===== src/sv/wls_pkg.sv =====
// Shared types and constants for the WAV LSB steganography stream unit.
package wls_pkg;

    // Mode register values.
    localparam logic MODE_EMBED   = 1'b0;
    localparam logic MODE_EXTRACT = 1'b1;

    // One classified file word as it travels from the parser to the LSB unit.
    typedef struct packed {
        logic [7:0]  file_byte;
        logic        message_bit;
        logic        end_of_file;
        logic [1:0]  region;
        logic        audio;       // byte belongs to the audio payload
        logic        first;       // first audio byte of the data chunk
        logic [28:0] ext_load;    // whole bytes to extract, valid with first
        logic [2:0]  status;
        logic [15:0] channels;
        logic [31:0] sample_rate;
        logic [15:0] bit_depth;
    } wls_item_t;

    // One finished result word held in the output register.
    typedef struct packed {
        logic [7:0]  out_byte;
        logic [1:0]  region;
        logic        bit_consumed;
        logic [7:0]  extracted_byte;
        logic        extracted_valid;
        logic [2:0]  status;
        logic [15:0] channels;
        logic [31:0] sample_rate;
        logic [15:0] bit_depth;
        logic        final_res;
    } wls_result_t;

endpackage


===== src/sv/wls_front.sv =====
// Header and chunk parser: classifies each file byte and tracks the status.
module wls_front
(
    input  logic                clk,
    input  logic                rst_n,
    input  logic                mode,
    input  logic [28:0]         message_bytes,
    input  logic                accept,
    input  logic [7:0]          file_byte,
    input  logic                message_bit,
    input  logic                end_of_file,
    output wls_pkg::wls_item_t  item
);
    import wls_pkg::*;

    // Parser phases.
    localparam logic [2:0] PH_RIFF = 3'd0;
    localparam logic [2:0] PH_CHDR = 3'd1;
    localparam logic [2:0] PH_BODY = 3'd2;
    localparam logic [2:0] PH_DATA = 3'd3;
    localparam logic [2:0] PH_TAIL = 3'd4;
    localparam logic [2:0] PH_STOP = 3'd5;

    // Status codes.
    localparam logic [2:0] ST_OK        = 3'd0;
    localparam logic [2:0] ST_TOO_SMALL = 3'd1;
    localparam logic [2:0] ST_NOT_RIFF  = 3'd2;
    localparam logic [2:0] ST_NOT_WAVE  = 3'd3;
    localparam logic [2:0] ST_BAD_FMT   = 3'd4;
    localparam logic [2:0] ST_NOT_PCM   = 3'd5;
    localparam logic [2:0] ST_MISSING   = 3'd6;
    localparam logic [2:0] ST_CAPACITY  = 3'd7;

    // Region codes.
    localparam logic [1:0] RG_HEADER = 2'd0;
    localparam logic [1:0] RG_AUDIO  = 2'd1;
    localparam logic [1:0] RG_TAIL   = 2'd2;

    // Chunk tags as little-endian words.
    localparam logic [31:0] TAG_DATA = 32'h6174_6164;
    localparam logic [31:0] TAG_FMT  = 32'h2074_6D66;
    localparam logic [31:0] FMT_MIN_LEN = 32'd16;
    localparam logic [15:0] FMT_PCM     = 16'd1;

    // Expected bytes of the RIFF and WAVE tags.
    function automatic logic [7:0] riff_char(input logic [1:0] k);
        logic [7:0] c;
        case (k)
            2'd0:    c = 8'h52;
            2'd1:    c = 8'h49;
            default: c = 8'h46;
        endcase
        return c;
    endfunction

    function automatic logic [7:0] wave_char(input logic [1:0] k);
        logic [7:0] c;
        case (k)
            2'd0:    c = 8'h57;
            2'd1:    c = 8'h41;
            2'd2:    c = 8'h56;
            default: c = 8'h45;
        endcase
        return c;
    endfunction

    // Replace byte k of a 32-bit little-endian word.
    function automatic logic [31:0] put_byte(input logic [31:0] v, input logic [1:0] k,
                                             input logic [7:0] b);
        logic [31:0] r;
        r = v;
        case (k)
            2'd0:    r[7:0]   = b;
            2'd1:    r[15:8]  = b;
            2'd2:    r[23:16] = b;
            default: r[31:24] = b;
        endcase
        return r;
    endfunction

    logic [2:0]  phase_reg, phase_next;
    logic [3:0]  header_pos_reg, header_pos_next;
    logic [1:0]  tags_ok_reg, tags_ok_next;
    logic [31:0] chunk_tag_reg, chunk_tag_next;
    logic [31:0] chunk_length_reg, chunk_length_next;
    logic [31:0] chunk_offset_reg, chunk_offset_next;
    logic [15:0] format_code_reg, format_code_next;
    logic [15:0] channel_count_reg, channel_count_next;
    logic [31:0] rate_value_reg, rate_value_next;
    logic [15:0] depth_value_reg, depth_value_next;
    logic        fmt_seen_reg, fmt_seen_next;
    logic [31:0] audio_left_reg, audio_left_next;
    logic        data_first_reg, data_first_next;
    logic [2:0]  error_code_reg, error_code_next;

    logic [3:0]  rpos;
    logic [2:0]  cpos;
    logic [31:0] word_tmp;
    logic        hdr_done;
    logic        chunk_end;

    // Next-state logic for one accepted byte.
    always_comb
    begin
        phase_next         = phase_reg;
        header_pos_next    = header_pos_reg;
        tags_ok_next       = tags_ok_reg;
        chunk_tag_next     = chunk_tag_reg;
        chunk_length_next  = chunk_length_reg;
        chunk_offset_next  = chunk_offset_reg;
        format_code_next   = format_code_reg;
        channel_count_next = channel_count_reg;
        rate_value_next    = rate_value_reg;
        depth_value_next   = depth_value_reg;
        fmt_seen_next      = fmt_seen_reg;
        audio_left_next    = audio_left_reg;
        data_first_next    = data_first_reg;
        error_code_next    = error_code_reg;
        rpos               = header_pos_reg;
        cpos               = header_pos_reg[2:0];
        word_tmp           = '0;
        hdr_done           = 1'b0;
        chunk_end          = 1'b0;

        item.file_byte   = file_byte;
        item.message_bit = message_bit;
        item.end_of_file = end_of_file;
        item.audio       = 1'b0;
        item.first       = data_first_reg;
        item.ext_load    = chunk_length_reg[31:3];
        if (phase_reg == PH_DATA)
            item.region = RG_AUDIO;
        else if (phase_reg == PH_TAIL)
            item.region = RG_TAIL;
        else
            item.region = RG_HEADER;

        unique case (phase_reg)
            PH_RIFF:
            begin
                if (rpos < 4'd4 && file_byte != riff_char(rpos[1:0]))
                    tags_ok_next[0] = 1'b0;
                if (rpos >= 4'd8 && rpos < 4'd12 && file_byte != wave_char(rpos[1:0]))
                    tags_ok_next[1] = 1'b0;
                if (rpos >= 4'd11)
                begin
                    header_pos_next = '0;
                    if (!tags_ok_next[0])
                    begin
                        error_code_next = ST_NOT_RIFF;
                        phase_next      = PH_STOP;
                    end
                    else if (!tags_ok_next[1])
                    begin
                        error_code_next = ST_NOT_WAVE;
                        phase_next      = PH_STOP;
                    end
                    else
                        phase_next = PH_CHDR;
                end
                else
                    header_pos_next = rpos + 4'd1;
            end
            PH_CHDR:
            begin
                if (!cpos[2])
                begin
                    word_tmp       = (cpos == 3'd0) ? 32'd0 : chunk_tag_reg;
                    chunk_tag_next = put_byte(word_tmp, cpos[1:0], file_byte);
                end
                else
                begin
                    word_tmp          = (cpos == 3'd4) ? 32'd0 : chunk_length_reg;
                    chunk_length_next = put_byte(word_tmp, cpos[1:0], file_byte);
                end
                if (cpos == 3'd7)
                    hdr_done = 1'b1;
                else
                    header_pos_next = {1'b0, cpos + 3'd1};
            end
            PH_BODY:
            begin
                if (chunk_tag_reg == TAG_FMT)
                begin
                    if (chunk_offset_reg < 32'd2)
                        format_code_next = put_byte({16'd0, format_code_reg},
                            {1'b0, chunk_offset_reg[0]}, file_byte)[15:0];
                    else if (chunk_offset_reg < 32'd4)
                        channel_count_next = put_byte({16'd0, channel_count_reg},
                            {1'b0, chunk_offset_reg[0]}, file_byte)[15:0];
                    else if (chunk_offset_reg < 32'd8)
                        rate_value_next = put_byte(rate_value_reg,
                            chunk_offset_reg[1:0], file_byte);
                    else if (chunk_offset_reg == 32'd14 || chunk_offset_reg == 32'd15)
                        depth_value_next = put_byte({16'd0, depth_value_reg},
                            {1'b0, chunk_offset_reg[0]}, file_byte)[15:0];
                end
                chunk_offset_next = chunk_offset_reg + 32'd1;
                if (chunk_offset_next >= chunk_length_reg)
                    chunk_end = 1'b1;
            end
            PH_DATA:
            begin
                item.audio      = 1'b1;
                data_first_next = 1'b0;
                audio_left_next = audio_left_reg - 32'd1;
                if (audio_left_next == 32'd0)
                    phase_next = PH_TAIL;
            end
            default:
            begin
                // Tail and stopped phases pass bytes untouched.
            end
        endcase

        // Chunk header complete: decide where the chunk goes.
        if (hdr_done)
        begin
            header_pos_next   = '0;
            chunk_offset_next = '0;
            if (chunk_tag_next == TAG_DATA)
            begin
                if (!fmt_seen_reg)
                begin
                    error_code_next = ST_MISSING;
                    phase_next      = PH_STOP;
                end
                else if (mode == MODE_EMBED && message_bytes > chunk_length_next[31:3])
                begin
                    error_code_next = ST_CAPACITY;
                    phase_next      = PH_STOP;
                end
                else
                begin
                    audio_left_next = chunk_length_next;
                    data_first_next = 1'b1;
                    phase_next      = (chunk_length_next == 32'd0) ? PH_TAIL : PH_DATA;
                end
            end
            else if (chunk_length_next == 32'd0)
                chunk_end = 1'b1;
            else
                phase_next = PH_BODY;
        end

        // End of a non-data chunk: judge the format chunk.
        if (chunk_end)
        begin
            phase_next      = PH_CHDR;
            header_pos_next = '0;
            if (chunk_tag_next == TAG_FMT)
            begin
                if (chunk_length_next < FMT_MIN_LEN)
                begin
                    error_code_next = ST_BAD_FMT;
                    phase_next      = PH_STOP;
                end
                else if (format_code_next != FMT_PCM)
                begin
                    error_code_next = ST_NOT_PCM;
                    phase_next      = PH_STOP;
                end
                else
                    fmt_seen_next = 1'b1;
            end
        end

        // A file that ends early reports what was missing.
        if (end_of_file && error_code_next == ST_OK)
        begin
            if (phase_next == PH_RIFF)
            begin
                error_code_next = ST_TOO_SMALL;
                phase_next      = PH_STOP;
            end
            else if (phase_next == PH_CHDR || phase_next == PH_BODY || phase_next == PH_DATA)
            begin
                error_code_next = ST_MISSING;
                phase_next      = PH_STOP;
            end
        end

        item.status      = error_code_next;
        item.channels    = channel_count_next;
        item.sample_rate = rate_value_next;
        item.bit_depth   = depth_value_next;

        // The last byte of a file returns the parser to its start.
        if (end_of_file)
        begin
            phase_next         = PH_RIFF;
            header_pos_next    = '0;
            tags_ok_next       = 2'b11;
            chunk_tag_next     = '0;
            chunk_length_next  = '0;
            chunk_offset_next  = '0;
            format_code_next   = '0;
            channel_count_next = '0;
            rate_value_next    = '0;
            depth_value_next   = '0;
            fmt_seen_next      = 1'b0;
            audio_left_next    = '0;
            data_first_next    = 1'b0;
            error_code_next    = ST_OK;
        end
    end

    // Parser state registers.
    always_ff @(posedge clk or negedge rst_n)
    begin
        if (!rst_n)
        begin
            phase_reg         <= PH_RIFF;
            header_pos_reg    <= '0;
            tags_ok_reg       <= 2'b11;
            chunk_tag_reg     <= '0;
            chunk_length_reg  <= '0;
            chunk_offset_reg  <= '0;
            format_code_reg   <= '0;
            channel_count_reg <= '0;
            rate_value_reg    <= '0;
            depth_value_reg   <= '0;
            fmt_seen_reg      <= 1'b0;
            audio_left_reg    <= '0;
            data_first_reg    <= 1'b0;
            error_code_reg    <= ST_OK;
        end
        else if (accept)
        begin
            phase_reg         <= phase_next;
            header_pos_reg    <= header_pos_next;
            tags_ok_reg       <= tags_ok_next;
            chunk_tag_reg     <= chunk_tag_next;
            chunk_length_reg  <= chunk_length_next;
            chunk_offset_reg  <= chunk_offset_next;
            format_code_reg   <= format_code_next;
            channel_count_reg <= channel_count_next;
            rate_value_reg    <= rate_value_next;
            depth_value_reg   <= depth_value_next;
            fmt_seen_reg      <= fmt_seen_next;
            audio_left_reg    <= audio_left_next;
            data_first_reg    <= data_first_next;
            error_code_reg    <= error_code_next;
        end
    end

    // A held error survives until the file ends.
    a_error_sticky: assert property (@(posedge clk) disable iff (!rst_n)
        (error_code_reg != ST_OK && !(accept && end_of_file))
            |=> error_code_reg == $past(error_code_reg))
        else $error("error code changed before end of file");

    // Audio and tail phases are reached only without an error.
    a_no_audio_on_error: assert property (@(posedge clk) disable iff (!rst_n)
        (phase_reg == PH_DATA || phase_reg == PH_TAIL) |-> error_code_reg == ST_OK)
        else $error("audio phase with an error held");

    // Stopped phase always carries an error.
    a_stop_has_error: assert property (@(posedge clk) disable iff (!rst_n)
        phase_reg == PH_STOP |-> error_code_reg != ST_OK)
        else $error("stopped phase without an error");

endmodule


===== src/sv/wls_queue.sv =====
// Short queue between the parser and the LSB unit.
module wls_queue
#(
    parameter int DEPTH = 2
)
(
    input  logic                clk,
    input  logic                rst_n,
    input  logic                push,
    input  wls_pkg::wls_item_t  push_item,
    output logic                ready,
    input  logic                pop,
    output logic                valid,
    output wls_pkg::wls_item_t  head
);
    import wls_pkg::*;

    localparam int PW = (DEPTH > 1) ? $clog2(DEPTH) : 1;
    localparam int CW = $clog2(DEPTH + 1);
    localparam logic [PW-1:0] LAST_SLOT = PW'(DEPTH - 1);

    wls_item_t       mem [DEPTH];
    logic [PW-1:0]   wr_ptr_reg;
    logic [PW-1:0]   rd_ptr_reg;
    logic [CW-1:0]   count_reg;

    assign ready = count_reg < CW'(DEPTH);
    assign valid = count_reg != '0;
    assign head  = mem[rd_ptr_reg];

    // Storage writes.
    always_ff @(posedge clk)
    begin
        if (push)
            mem[wr_ptr_reg] <= push_item;
    end

    // Pointers and fill count.
    always_ff @(posedge clk or negedge rst_n)
    begin
        if (!rst_n)
        begin
            wr_ptr_reg <= '0;
            rd_ptr_reg <= '0;
            count_reg  <= '0;
        end
        else
        begin
            if (push)
                wr_ptr_reg <= (wr_ptr_reg == LAST_SLOT) ? '0 : wr_ptr_reg + PW'(1);
            if (pop)
                rd_ptr_reg <= (rd_ptr_reg == LAST_SLOT) ? '0 : rd_ptr_reg + PW'(1);
            if (push && !pop)
                count_reg <= count_reg + CW'(1);
            else if (pop && !push)
                count_reg <= count_reg - CW'(1);
        end
    end

    // The queue never overflows or underflows.
    a_no_overflow: assert property (@(posedge clk) disable iff (!rst_n)
        (push |-> ready) and (pop |-> valid))
        else $error("queue pushed when full or popped when empty");

endmodule


===== src/sv/wls_back.sv =====
// LSB unit: embeds or extracts message bits and holds the result word.
module wls_back
(
    input  logic                 clk,
    input  logic                 rst_n,
    input  logic                 mode,
    input  logic [28:0]          message_bytes,
    input  logic                 head_valid,
    input  wls_pkg::wls_item_t   head,
    output logic                 pop,
    output logic                 out_valid,
    input  logic                 out_ready,
    output wls_pkg::wls_result_t result
);
    import wls_pkg::*;

    logic [31:0] bits_done_reg, bits_done_next;
    logic [7:0]  pack_shift_reg, pack_shift_next;
    logic [2:0]  pack_count_reg, pack_count_next;
    logic [28:0] extract_left_reg, extract_left_next;
    logic        out_valid_reg;
    wls_result_t result_reg;
    wls_result_t res;
    logic [31:0] bit_limit;

    assign bit_limit = {message_bytes, 3'b000};
    assign pop       = head_valid && (!out_valid_reg || out_ready);
    assign out_valid = out_valid_reg;
    assign result    = result_reg;

    // Embed or extract on one audio byte.
    always_comb
    begin
        bits_done_next    = bits_done_reg;
        pack_shift_next   = head.first ? 8'd0 : pack_shift_reg;
        pack_count_next   = head.first ? 3'd0 : pack_count_reg;
        extract_left_next = head.first ? head.ext_load : extract_left_reg;

        res.out_byte        = head.file_byte;
        res.region          = head.region;
        res.bit_consumed    = 1'b0;
        res.extracted_byte  = 8'd0;
        res.extracted_valid = 1'b0;
        res.status          = head.status;
        res.channels        = head.channels;
        res.sample_rate     = head.sample_rate;
        res.bit_depth       = head.bit_depth;
        res.final_res       = head.end_of_file;

        if (head.audio)
        begin
            if (mode == MODE_EMBED)
            begin
                if (bits_done_reg < bit_limit)
                begin
                    res.out_byte     = {head.file_byte[7:1], head.message_bit};
                    res.bit_consumed = 1'b1;
                    bits_done_next   = bits_done_reg + 32'd1;
                end
            end
            else if (extract_left_next != 29'd0)
            begin
                pack_shift_next = {pack_shift_next[6:0], head.file_byte[0]};
                if (pack_count_next == 3'd7)
                begin
                    res.extracted_byte  = pack_shift_next;
                    res.extracted_valid = 1'b1;
                    pack_count_next     = 3'd0;
                    pack_shift_next     = 8'd0;
                    extract_left_next   = extract_left_next - 29'd1;
                end
                else
                    pack_count_next = pack_count_next + 3'd1;
            end
        end

        // A new file starts from clean counters.
        if (head.end_of_file)
        begin
            bits_done_next    = '0;
            pack_shift_next   = '0;
            pack_count_next   = '0;
            extract_left_next = '0;
        end
    end

    // Bit counters.
    always_ff @(posedge clk or negedge rst_n)
    begin
        if (!rst_n)
        begin
            bits_done_reg    <= '0;
            pack_shift_reg   <= '0;
            pack_count_reg   <= '0;
            extract_left_reg <= '0;
        end
        else if (pop)
        begin
            bits_done_reg    <= bits_done_next;
            pack_shift_reg   <= pack_shift_next;
            pack_count_reg   <= pack_count_next;
            extract_left_reg <= extract_left_next;
        end
    end

    // Output register valid flag.
    always_ff @(posedge clk or negedge rst_n)
    begin
        if (!rst_n)
            out_valid_reg <= 1'b0;
        else if (pop)
            out_valid_reg <= 1'b1;
        else if (out_ready)
            out_valid_reg <= 1'b0;
    end

    // Output register payload.
    always_ff @(posedge clk)
    begin
        if (pop)
            result_reg <= res;
    end

    // A word never both embeds and extracts.
    a_one_action: assert property (@(posedge clk) disable iff (!rst_n)
        out_valid_reg |-> !(result_reg.bit_consumed && result_reg.extracted_valid))
        else $error("embed and extract in the same word");

    // Embedding stops at the message length.
    a_bit_limit: assert property (@(posedge clk) disable iff (!rst_n)
        bits_done_reg <= bit_limit || bits_done_reg == 32'd0)
        else $error("more bits embedded than the message holds");

endmodule


===== src/sv/wav_lsb_stego_stream_unit.sv =====
// Top level of the WAV LSB steganography stream unit.
//
//  Channel   Direction  Handshake              Payload
//  s_axis    in         s_axis_tvalid/tready   tdata: file_byte, message_bit; tlast: end_of_file
//  m_axis    out        m_axis_tvalid/tready   tdata: result fields; tuser: region;
//                                              tlast: final_res
//  cfg       in         cfg_we                 cfg_index, cfg_data
//
// One file byte is taken every cycle while the queue has room; a result word passes from the
// parser into the queue, then through the LSB unit into the output register.
// The parser state advances on each accepted byte, so that update loop sets
// the rate. A two-entry queue lets input continue while m_axis stalls.
// Reset clears the parser, counters, queue and registers; no clearing pass.
module wav_lsb_stego_stream_unit
#(
    parameter int QUEUE_DEPTH = 2
)
(
    input  logic         clk,
    input  logic         rst_n,
    input  logic         s_axis_tvalid,
    output logic         s_axis_tready,
    input  logic [15:0]  s_axis_tdata,   // [7:0] file_byte, [8] message_bit, rest zero
    input  logic         s_axis_tlast,
    output logic         m_axis_tvalid,
    input  logic         m_axis_tready,
    output logic [87:0]  m_axis_tdata,   // [7:0] out_byte, [8] bit_consumed,
                                         // [16:9] extracted_byte, [17] extracted_valid,
                                         // [20:18] status, [36:21] channels,
                                         // [68:37] sample_rate, [84:69] bit_depth, rest zero
    output logic [1:0]   m_axis_tuser,   // [1:0] region
    output logic         m_axis_tlast,
    input  logic         cfg_we,
    input  logic         cfg_index,
    input  logic [28:0]  cfg_data
);
    import wls_pkg::*;

    localparam logic REG_MODE    = 1'b0;
    localparam logic REG_MSG_LEN = 1'b1;

    logic        mode_reg;
    logic [28:0] message_bytes_reg;
    logic        accept;
    logic        q_ready;
    logic        q_valid;
    logic        q_pop;
    wls_item_t   front_item;
    wls_item_t   q_head;
    wls_result_t result;

    // Configuration registers.
    always_ff @(posedge clk or negedge rst_n)
    begin
        if (!rst_n)
        begin
            mode_reg          <= MODE_EMBED;
            message_bytes_reg <= '0;
        end
        else if (cfg_we)
        begin
            unique case (cfg_index)
                REG_MODE:    mode_reg          <= cfg_data[0];
                REG_MSG_LEN: message_bytes_reg <= cfg_data;
                default:     mode_reg          <= mode_reg;
            endcase
        end
    end

    assign s_axis_tready = q_ready;
    assign accept        = s_axis_tvalid && q_ready;

    wls_front u_front
    (
        .clk           (clk),
        .rst_n         (rst_n),
        .mode          (mode_reg),
        .message_bytes (message_bytes_reg),
        .accept        (accept),
        .file_byte     (s_axis_tdata[7:0]),
        .message_bit   (s_axis_tdata[8]),
        .end_of_file   (s_axis_tlast),
        .item          (front_item)
    );

    wls_queue #(.DEPTH(QUEUE_DEPTH)) u_queue
    (
        .clk       (clk),
        .rst_n     (rst_n),
        .push      (accept),
        .push_item (front_item),
        .ready     (q_ready),
        .pop       (q_pop),
        .valid     (q_valid),
        .head      (q_head)
    );

    wls_back u_back
    (
        .clk           (clk),
        .rst_n         (rst_n),
        .mode          (mode_reg),
        .message_bytes (message_bytes_reg),
        .head_valid    (q_valid),
        .head          (q_head),
        .pop           (q_pop),
        .out_valid     (m_axis_tvalid),
        .out_ready     (m_axis_tready),
        .result        (result)
    );

    // Pack the result word.
    assign m_axis_tdata = {3'b000, result.bit_depth, result.sample_rate, result.channels,
                           result.status, result.extracted_valid, result.extracted_byte,
                           result.bit_consumed, result.out_byte};
    assign m_axis_tuser = result.region;
    assign m_axis_tlast = result.final_res;

endmodule

===== config.mk =====
export PLATFORM = sky130hd
export DESIGN_NAME = wav_lsb_stego_stream_unit
export DESIGN_NICKNAME = d
export VERILOG_FILES = /design/src/sv/wls_pkg.sv /design/src/sv/wls_front.sv /design/src/sv/wls_queue.sv /design/src/sv/wls_back.sv /design/src/sv/wav_lsb_stego_stream_unit.sv
export SDC_FILE = /design/constraint.sdc
export NUM_CORES = 1
export LEC_CHECK = 0
export ABC_AREA = 1
export ABC_CLOCK_PERIOD_IN_PS = 10940
export BUFFER_PORTS_ARGS = -buffer_cell sky130_fd_sc_hd__buf_2
export CORE_ASPECT_RATIO = 1.75
export CORE_MARGIN = 3
export CORE_UTILIZATION = 40
export DETAILED_ROUTE_END_ITERATION = 10
export SLEW_MARGIN = 15
export SYNTH_ARGS = -nofsm -noshare
export SYNTH_HDL_FRONTEND = slang
export SYNTH_SLANG_ARGS = --single-unit

===== constraint.sdc =====
create_clock -name clk -period 10.94 [get_ports clk]
set_input_delay 1.094 -clock clk [delete_from_list [all_inputs] [get_ports clk]]
set_output_delay 1.094 -clock clk [all_outputs]
set_load 0.1 [all_outputs]

# [Word level (Yosys, flattened, before mapping)]
# Memory sizes are Yosys's and may differ from the RTL's.
# Cells that the tools add are included.
[totals] mem_bits_ro=0 inputBits=52 mem_bits_rw=220 n_memories=1 elab_cells=298 register_bits=417 output_inout_bits=93 latch_bits=0
[op_classes] n_eq_ne=26 reduce_logical=47 mul=0 n_bitwise=3 magnitude_cmp=12 addsub=11 shift=0 div=0 muxes=164
[mem_list] name="u_queue.mem" depth=2 width=110 rd=1 rd_clocked_by_memory_dff=0 wr=1 line_no="wls_queue.sv:22" text="wls_item_t mem [DEPTH];"
[op_table] cell="$mux W32" n=27
[op_table] cell="$mux W16" n=16
[op_table] cell="$mux W8" n=26
[op_table] cell="$mux W29" n=6
[op_table] cell="$mux W3" n=40
[op_table] cell="$add A32 B1 Y32 const B" n=2
[op_table] cell="$eq A32 B30 Y1 const B" n=2
[op_table] cell="$eq A32 B4 Y1 const B" n=2
[op_table] cell="$logic_not A32 Y1" n=2
[op_table] cell="$mux W1" n=34
[op_table] cell="$eq A32 B31 Y1 const B" n=1
[op_table] cell="$ge A32 B32 Y1" n=1
[op_table] cell="$lt A32 B2 Y1 const B" n=1
[op_table] cell="$lt A32 B3 Y1 const B" n=1
[op_table] cell="$lt A32 B32 Y1" n=1
[op_table] cell="$lt A32 B4 Y1 const B" n=1
[op_table] cell="$lt A32 B5 Y1 const B" n=1
[op_table] cell="$sub A32 B1 Y32 const B" n=1
[op_table] cell="$gt A29 B29 Y1" n=1
[op_table] cell="$reduce_bool A29 Y1" n=1
[op_table] cell="$sub A29 B1 Y29 const B" n=1
[op_table] cell="$mux W4" n=5
[op_table] cell="$ne A16 B1 Y1 const B" n=1
[op_table] cell="$ne A8 B8 Y1" n=2
[op_table] cell="other kinds (37)" n=87

# [Logic depth before layout (Yosys ltp)]
# Gate-level depths: netlist (run 1).
[logic_depth] depth_word=23 ltp_mapped=32 ltp_nobuf=31

# [Hierarchy]
# Synthesis (run 1) repeated with hierarchy kept, for this count alone.
[unflattened] hier_cells=3956 hier_area_um2=34379.2
[by_module_without_submodules] mod="wls_front" area_each_um2=16109.2 instances=1 cells_each=2355 seq_area_each_um2=5557.8
[by_module_without_submodules] mod="wls_back" area_each_um2=8887.3 instances=1 cells_each=1097 seq_area_each_um2=4444.3
[by_module_without_submodules] mod="wls_queue" area_each_um2=8170.3 instances=1 cells_each=366 seq_area_each_um2=6706.4
[by_module_without_submodules] mod="wav_lsb_stego_stream_unit" area_each_um2=1212.4 instances=1 cells_each=138 seq_area_each_um2=750.7

# [Worst setup path after synthesis (run 1)]
# No wires, ideal clock.
[synth_timing] path_type="input to register" start="input s_axis_tvalid" end="memory u_queue.mem[0][0] (netlist bit), enable pin" stages=4 setup_ns=0.579 path_buffers=2 t_required_ns=10.361 setup_slack_ns=4.223 arrival_ns=6.139 cell_sequence="nand2_1 clkbuf_1 clkbuf_1 nor2_1"
[synth_between] elab_chain_cells=3
[synth_lines] element="start: declaration" line_no="wav_lsb_stego_stream_unit.sv:21" text="input logic s_axis_tvalid,"
[synth_lines] element="$logic_and A1 B1 Y1" line_no="wav_lsb_stego_stream_unit.sv:71" text="assign accept = s_axis_tvalid && q_ready;"
[synth_lines] element="$mux W1" line_no="wls_queue.sv:34" text="if (push)"
[synth_lines] element="$mux W1 (not written as such)" line_no="wls_queue.sv:35" text="mem[wr_ptr_reg] <= push_item;"
[synth_lines] element="end: declaration" line_no="wls_queue.sv:22"
# Every way passes these cells.

# [Final worst setup path (run 1)]
[layout_timing] start="register u_front.header_pos_reg[2]" end="register u_front.audio_left_reg[9]"
[layout_between] elab_chain_cells=12 word_cells_on_any_way=27 cone_classes="order compare (1); eq/ne (3); mux (21); reduce/logical (2)"
[layout_lines] element="start: declaration" line_no="wls_front.sv:82" text="logic [3:0] header_pos_reg, header_pos_next;"
[layout_lines] element="start signal: assignment" line_no="wls_front.sv:331" text="header_pos_reg <= header_pos_next;"
[layout_lines] element="$eq A3 B3 Y1" line_no="wls_front.sv:173" text="word_tmp = (cpos == 3'd4) ? 32'd0 : chunk_length_reg;"
[layout_lines] element="$mux W32" line_no="wls_front.sv:173"
[layout_lines] element="$mux W8" line_no="wls_front.sv:72" text="case (k)"
[layout_lines] element="$mux W32" line_no="wls_front.sv:166" text="if (!cpos[2])"
[layout_lines] element="$mux W32" line_no="wls_front.sv:138" text="unique case (phase_reg)"
[layout_lines] element="$gt A29 B29 Y1" line_no="wls_front.sv:228" text="else if (mode == MODE_EMBED && message_bytes > chunk_length_next[31:3])"
[layout_lines] element="$logic_and A1 B1 Y1" line_no="wls_front.sv:228"
[layout_lines] element="$mux W32" line_no="wls_front.sv:228"
[layout_lines] element="$mux W32" line_no="wls_front.sv:223" text="if (!fmt_seen_reg)"
[layout_lines] element="$mux W32" line_no="wls_front.sv:221" text="if (chunk_tag_next == TAG_DATA)"
[layout_lines] element="$mux W32 *" line_no="wls_front.sv:217" text="if (hdr_done)"
[layout_lines] element="$mux W32 *" line_no="wls_front.sv:289" text="if (end_of_file)"
[layout_lines] element="end signal: assignment" line_no="wls_front.sv:341" text="audio_left_reg <= audio_left_next;"
[layout_lines] element="end: declaration" line_no="wls_front.sv:92" text="logic [31:0] audio_left_reg, audio_left_next;"
# Mark *: on every way between the ends. The rest lies on a longest branch, timed or not.
# A chain may end at the register's enable or synchronous reset.

==> flow_metrics.py, run 1 <==
metrics = {
    "drt": {
        "routed_wire_per_std_cell_um": 19.6,
        "detailedRoute.firstPassIterationCount": 5,
        "drc_errors": 0,
        "post_drt_antenna_nets": 0,
        "routed_wirelength_um": 98700,
        "number_of_violations_reported_at_the_end_of_detailed_routing_iteration_0": 1587,
        "via_count": 26522,
        "vias_per_cell": 5.26,
    },
    "worst_setup_path": {
        "cp.required_ps": 11420,
        "critical_path.reg2reg.startpoint": "u_front.header_pos_reg[2]$_DFFE_PN0P_",
        "critPathKind": "reg2reg",
        "crit_start": "u_front.header_pos_reg[2]$_DFFE_PN0P_",
        "setup.worst_path.end_class": "flip-flop",
        "timing.critical_path.fanout_max": 63,
        "cp-start-kind": "flip-flop",
        "timing.critical_path.arrival_ps": 5880,
    },
    "final_layout": {
        "max_ffs_per_register": 218,
        "post_route_cells_drive_above_1_share": 0.0941,
        "final_core_util": 0.452,
        "final_nets": 4092,
        "n_fill_cell": 8061,
        "area_delta_synth_final_pct": 11.8,
    },
    "flow_run": {
        "drv.max_cap_violation_count": 0,
    },
    "yosys": {
        "synth_ff_type": "sky130_fd_sc_hd__dfrtp_1",
        "syn-mean-instance-area_um2": 8.61,
        "ys_seq_elements": 634,
        "synth_cell_types": 64,
        "netlist_area_um2": 33100,
        "async_s_r_ff_share_synth": 0.517,
        "number_of_enable_flip_flop_cells_after_synthesis": 306,
        "netlist_instances": 3848,
        "yosysWarningCount": 0,
        "synth_seq_area_share": 0.525,
    },
    "cts": {
        "cts_inserted_buffers": 60,
        "htreeDepth": 2,
        "clkSlewWorstSetupHoldPaths_ps": 70,
        "tritoncts_clock_tree": "done",
        "post_cts_resized": 0,
        "clkLatencyLatePin_ps": 670,
        "cts.sinks": 634,
        "post-cts-setup-buffers": 0,
        "cts.path.max_buffers": 3,
        "cts-root-buf": "sky130_fd_sc_hd__clkbuf_16",
        "cts-hold-fix-buffers": 0,
    },
    "power": {
        "power_per_cell_area_nw_per_um2": 256,
        "design_power_total_mw": 9.47,
        "irDropWorstVdd_mv": 0.150,
        "power.static_leakage_nw": 16.8,
    },
    "place": {
        "io_buffers": 134,
        "place.gp.congestion": 0.956,
        "place.detailed.hpwl_um": 70400,
    },
    "die": {
        "die_h_um": 387,
        "io_pins": 145,
        "initial_utilization": 0.404,
        "placeableCoreArea_um2": 82100,
        "placementRows": 139,
        "dieWidth_um": 224,
        "design.die.area_um2": 86500,
    },
    "sta": {
        "achievable-frequency_mhz": 185,
        "period_minus_slack_ps": 5390,
        "post_route_clock_period_utilization": 0.493,
        "finalHoldViolations": 0,
        "rsz0062_at_grt": "false",
        "worst_pin_slew_ps": 1170,
        "worst_slew_margin_relative_to_its_limit": 0.214,
        "final.setup.tns_ps": 0,
        "drv_slew": 0,
        "fin_skew_ps": 32.2,
        "report.final.setup_viol": 0,
    },
    "worst_hold_path": {
        "hold_path_startpoint": "u_back.extract_left_reg[15]$_DFFE_PN0P_",
        "hold_class": "reg2reg",
    },
    "global_routing": {
        "grt_start_max_net_pins": 104,
        "via_count_of_the_first_global_routing_pass": 26269,
        "grt_antenna_before_repair": 1,
        "globalRoute.totalOverflow": 0,
        "grtUsageTotal": 0.225,
        "grt_pass1_wl_um": 151000,
    },
    "run_status": {
        "run_status": "completed",
    },
}
## worst paths after layout
check | end | slack [ps] | cells after the start
hold / removal | u_back.extract_left_reg[15]$_DFFE_PN0P_ | 480 | 2
setup / recovery | u_front.audio_left_reg[9]$_DFFE_PN0P_ | 5550 | 19
setup reg to reg | u_front.audio_left_reg[9]$_DFFE_PN0P_ | 5550 | 19
min in group asynchronous | u_front.rate_value_reg[30]$_DFFE_PN0P_ | 530 | 1
hold reg to reg | u_back.extract_left_reg[15]$_DFFE_PN0P_ | 480 | 2
max in group asynchronous | u_back.pack_shift_reg[5]$_DFFE_PN0P_ | 8230 | 3
## synth_stat cells (6+ instances only)
library cell / n / share of area
sky130_fd_sc_hd__nand2_1: 1154 / 0.13
sky130_fd_sc_hd__inv_1: 412 / 0.047
sky130_fd_sc_hd__nor2_1: 336 / 0.038
sky130_fd_sc_hd__dfrtp_1: 326 / 0.25
sky130_fd_sc_hd__edfxtp_1: 306 / 0.28
sky130_fd_sc_hd__o21ai_0: 236 / 0.036
sky130_fd_sc_hd__nand3_1: 140 / 0.021
sky130_fd_sc_hd__a21oi_1: 131 / 0.020
sky130_fd_sc_hd__ha_1: 106 / 0.040
sky130_fd_sc_hd__clkbuf_1: 103 / 0.012
sky130_fd_sc_hd__o22ai_1: 88 / 0.017
sky130_fd_sc_hd__a22o_1: 69 / 0.018
sky130_fd_sc_hd__nand4_1: 69 / 0.013
sky130_fd_sc_hd__nor3_1: 53 / 0.0080
sky130_fd_sc_hd__xor2_1: 47 / 0.012
sky130_fd_sc_hd__o21ai_1: 39 / 0.0059
sky130_fd_sc_hd__o211ai_2: 30 / 0.011
sky130_fd_sc_hd__buf_2: 20 / 0.0030
sky130_fd_sc_hd__o211ai_1: 19 / 0.0043
sky130_fd_sc_hd__nor2_2: 15 / 0.0028
sky130_fd_sc_hd__nor4_1: 14 / 0.0026
sky130_fd_sc_hd__buf_1: 10 / 0.0011
sky130_fd_sc_hd__buf_6: 9 / 0.0031
sky130_fd_sc_hd__inv_2: 9 / 0.0010
sky130_fd_sc_hd__nand2_2: 9 / 0.0017
sky130_fd_sc_hd__nor2_4: 7 / 0.0024
sky130_fd_sc_hd__o21a_1: 7 / 0.0016
sky130_fd_sc_hd__o31ai_1: 7 / 0.0016
sky130_fd_sc_hd__buf_4: 6 / 0.0014
## per-stage QoR
| step | setup slack [ps] | instance area (um2) | cells | hold WS [ps] |
|---|---|---|---|---|
| finish | 5550 | 37100 | 5044 | 476 |
| global route | 5000 | 37100 | 5043 | 484 |
| CTS | 5660 | 37100 | 5043 | 478 |
| detailed placement | 5440 | 34800 | 4929 | 462 |
| global placement | 5490 | 34800 | 4929 | 457 |
| floorplan | 4220 | 33100 | 3850 | 442 |
## power breakdown
part	internal, mW	switching (mW)
clock network	1.41	0.977
logic	0.755	3.04
registers	3.07	0.232
total	5.23	4.25
## cells in the final DEF (no fill, tap or decap), drive strengths merged, types with 106 or more instances in the layout
cell type	instances
nand2	1166
nand3	149
ha	106
inv	420
o21ai	276
buf	170
dfrtp	326
nor2	359
a21oi	134
edfxtp	306
## cells by family (layout without fill, tap and decap cells)
| kind of cell | Yosys count | after routing | synth area share |
|---|---|---|---|
| AOI/OAI and AO/OA | 654 | 654 | 0.122 |
| other | 1 | 4 | 0.000113 |
| xor gates and xnor gates | 52 | 52 | 0.0137 |
| adders and majority gates | 106 | 106 | 0.0400 |
| and+or+nand+nor | 1825 | 1825 | 0.229 |
| muxes | 3 | 3 | 0.000906 |
| DFF | 634 | 634 | 0.525 |
| buffers and inverters | 573 | 709 | 0.0684 |
## per-layer routing
| metal | share of wire | up-vias | wire length, um | global-route usage |
|---|---|---|---|---|
| met3 | 0.038 | 239 | 3770 | 0.0262 |
| met1 | 0.37 | 12603 | 36400 | 0.244 |
| met4 | 0.071 | 0 | 7000 | 0.137 |
| li1 | - | 13019 | - | - |
| met5 | 0 | - | 0 | 0 |
| met2 | 0.52 | 661 | 51600 | 0.417 |
## worst max-delay path, stage by stage (launching register included)
cell and delay [ps]:
sky130_fd_sc_hd__dfrtp_1 610, sky130_fd_sc_hd__inv_2 280, sky130_fd_sc_hd__nor2_4 640, sky130_fd_sc_hd__inv_2 230, sky130_fd_sc_hd__o21ai_1 750, sky130_fd_sc_hd__inv_1 140, sky130_fd_sc_hd__ha_1 310, sky130_fd_sc_hd__nand2_1 50
sky130_fd_sc_hd__nor2_1 100, sky130_fd_sc_hd__nand2_1 80, sky130_fd_sc_hd__nor2_1 160, sky130_fd_sc_hd__nand2_1 70, sky130_fd_sc_hd__nand2_1 60, sky130_fd_sc_hd__nand2_1 210, sky130_fd_sc_hd__nand2_1 230, sky130_fd_sc_hd__inv_1 90
sky130_fd_sc_hd__nand2_4 700, sky130_fd_sc_hd__o211ai_2 200, sky130_fd_sc_hd__o211ai_2 100, sky130_fd_sc_hd__o21ai_0 130
## final cells by class
| cell class | instances | area, um2 | area share |
|---|---|---|---|
| antenna | 1 | 2.50 | 0.0000675 |
| timing repair buffer | 170 | 951 | 0.0257 |
| multi-input combinational | 2643 | 13500 | 0.365 |
| clock buffer | 67 | 1550 | 0.0418 |
| clock inverter | 47 | 699 | 0.0189 |
| sequential | 634 | 17400 | 0.470 |
| tap | 1057 | 1320 | 0.0357 |
| inverter | 425 | 1600 | 0.0432 |
Note: power is estimated with default switching activity, not from simulation.
==> run 2, diff against run 1 <==
ABC_CLOCK_PERIOD_IN_PS = 4500   (was 10940)
clock period = 4.5 ns   (was 10.94 ns; I/O delays follow)
==> run 2 against run 1 <==
  * Clock power grew 120%
  * Via count increased by 0.61%
  * Largest cell class unchanged
  * Combinational power increased to 2.5 times the previous value
  * Register-to-register slack lost 5200 ps
  * Routed wire length is essentially flat
==> flow_metrics.py, run 2 (synthesized netlist as in run 1, its figures left out) <==
metrics = {
    "run_status": {
        "run_status": "completed",
    },
    "global_routing": {
        "grtUsageTotal": 0.225,
        "grt_antenna_before_repair": 1,
        "via_count_of_the_first_global_routing_pass": 26123,
        "globalRoute.totalOverflow": 0,
        "grt_pass1_wl_um": 151000,
        "grt_start_max_net_pins": 134,
    },
    "flow_run": {
        "drv.max_cap_violation_count": 0,
    },
    "worst_setup_path": {
        "timing.critical_path.fanout_max": 7,
        "timing.critical_path.arrival_ps": 4540,
        "crit_path_frequent_cell": "sky130_fd_sc_hd__nand2_1",
        "critPathKind": "reg2reg",
        "crit_start": "u_front.chunk_offset_reg[1]$_DFFE_PN0P_",
        "cp-start-kind": "flip-flop",
        "path_delay_family": "simple AND/OR/NAND/NOR gates",
        "critical_path.reg2reg.startpoint": "u_front.chunk_offset_reg[1]$_DFFE_PN0P_",
        "crit_buf_inv": 6,
        "cp.required_ps": 4870,
        "cpPeakStageDelay_ps": 350,
        "worst_path_max_delay_cell": "sky130_fd_sc_hd__dfrtp_1",
        "setup.worst_path.end_class": "flip-flop",
    },
    "drt": {
        "drc_errors": 0,
        "vias_per_cell": 5.21,
        "routed_wirelength_um": 98600,
        "post_drt_antenna_nets": 0,
        "number_of_violations_reported_at_the_end_of_detailed_routing_iteration_0": 1612,
        "routed_wire_per_std_cell_um": 19.2,
        "via_count": 26683,
        "detailedRoute.firstPassIterationCount": 7,
    },
    "final_layout": {
        "max_ffs_per_register": 218,
        "area_delta_synth_final_pct": 13.7,
        "layout.cells.most_common_list": "1151 x sky130_fd_sc_hd__nand2_1, 411 x sky130_fd_sc_hd__inv_1, 332 x sky130_fd_sc_hd__nor2_1, 325 x sky130_fd_sc_hd__dfrtp_1, 306 x sky130_fd_sc_hd__edfxtp_1",
        "mostFrequentLayoutCell": "sky130_fd_sc_hd__nand2_1",
        "post_route_cells_drive_above_1_share": 0.112,
        "final_nets": 4174,
        "final_std_cell_area_no_fill_um2": 37700,
        "final_cell_count_no_fill": 5124,
    },
    "worst_hold_path": {
        "hold_path_startpoint": "s_axis_tdata[8]",
        "hold_class": "in2reg",
    },
    "cts": {
        "clkSlewWorstSetupHoldPaths_ps": 70,
        "htreeDepth": 2,
        "cts.sinks": 634,
        "cts-root-buf": "sky130_fd_sc_hd__clkbuf_16",
        "cts.path.max_buffers": 3,
        "clkLatencyLatePin_ps": 640,
        "tritoncts_clock_tree": "done",
        "post-cts-setup-buffers": 0,
        "cts_inserted_buffers": 58,
    },
    "place": {
        "post_dp_cell_area_um2": 35600,
        "placed_cells": 5011,
        "io_buffers": 134,
        "place.gp.congestion": 0.930,
        "place.detailed.hpwl_um": 72900,
    },
    "sta": {
        "finalHoldViolations": 0,
        "worst_slew_margin_relative_to_its_limit": 0.302,
        "final.setup.tns_ps": 0,
        "achievable-frequency_mhz": 240,
        "post_route_clock_period_utilization": 0.928,
        "drv_slew": 0,
        "report.final.setup_viol": 0,
        "period_minus_slack_ps": 4170,
        "worst_pin_slew_ps": 1050,
        "fin_skew_ps": 24.0,
    },
    "die": {
        "placementRows": 139,
        "placeableCoreArea_um2": 82100,
        "design.die.area_um2": 86500,
        "io_pins": 145,
        "dieWidth_um": 224,
        "initial_utilization": 0.404,
        "die_h_um": 387,
    },
    "power": {
        "irDropWorstVdd_mv": 0.362,
        "power.static_leakage_nw": 17.2,
        "power_per_cell_area_nw_per_um2": 604,
        "design_power_total_mw": 22.8,
    },
}
run 2: cell types whose count changed in the layout (fill, tap and decap cells not counted), moves of 2 or more:
cell | previous run | this run
sky130_fd_sc_hd__clkbuf_1 | 6 | 16
sky130_fd_sc_hd__dlygate4sd3_1 | 0 | 2
sky130_fd_sc_hd__clkinvlp_4 | 7 | 2
sky130_fd_sc_hd__buf_12 | 0 | 13
sky130_fd_sc_hd__inv_6 | 0 | 2
sky130_fd_sc_hd__clkinv_2 | 10 | 6
sky130_fd_sc_hd__clkinv_1 | 13 | 5
sky130_fd_sc_hd__clkinv_8 | 2 | 0
sky130_fd_sc_hd__buf_4 | 36 | 105
sky130_fd_sc_hd__bufinv_16 | 16 | 6
sky130_fd_sc_hd__clkbuf_8 | 0 | 10
run 2: cell type report:
| class | count | area (um2) |
|---|---|---|
| inverters | 425 | 1600 |
| well taps | 1057 | 1320 |
| fillers | 7990 | 44400 |
| multi-input cells | 2643 | 13600 |
| diodes | 1 | 2.50 |
| clock buffers | 87 | 1720 |
| repair buffers | 254 | 1750 |
| flip-flops and latches | 634 | 17400 |
| clock inverters | 23 | 319 |
run 2: per-stage QoR:
step | util | hold slack [ps] | setup slack (ps)
after floorplan | - | 154 | -366
after global placement | 0.433 | 371 | 106
after detailed placement | 0.433 | 369 | 211
after CTS | 0.459 | 11.3 | 170
after global routing | 0.459 | 25.2 | -3.38
final | 0.459 | 45.2 | 326
run 2: per-layer routing:
| metal | track usage | up-vias | share of wire |
|---|---|---|---|
| met3 | 0.0234 | 254 | 0.033 |
| met2 | 0.415 | 661 | 0.52 |
| met5 | 0 | - | 0 |
| met1 | 0.241 | 12591 | 0.37 |
| li1 | - | 13177 | - |
| met4 | 0.149 | 0 | 0.078 |
run 2: worst paths after layout:
check | to | slack, ps | cells past startpoint
setup / recovery | u_queue.mem[0][65]$_DFFE_PP_ | 330 | 29
hold / removal | u_queue.mem[0][101]$_DFFE_PP_ | 50 | 1
setup reg to reg | u_queue.mem[0][65]$_DFFE_PP_ | 330 | 29
hold reg to reg | u_queue.count_reg[0]$_DFFE_PN0P_ | 470 | 1
max in group asynchronous | u_front.audio_left_reg[30]$_DFFE_PN0P_ | 3010 | 3
min in group asynchronous | u_front.channel_count_reg[1]$_DFFE_PN0P_ | 300 | 2
run 2: report_power, final:
part	switching (mW)	internal (mW)	leakage [nW]
sequential	0.521	7.45	7.39
clock	2.28	3.02	0.994
combinational	7.45	2.05	8.81
run 2: repair_timing:
action	4_1_cts	5_1_grt
setup endpoints to repair	0	6
hold buffers	2	0
resized for setup	0	5
endpoints found under the hold margin	42	0
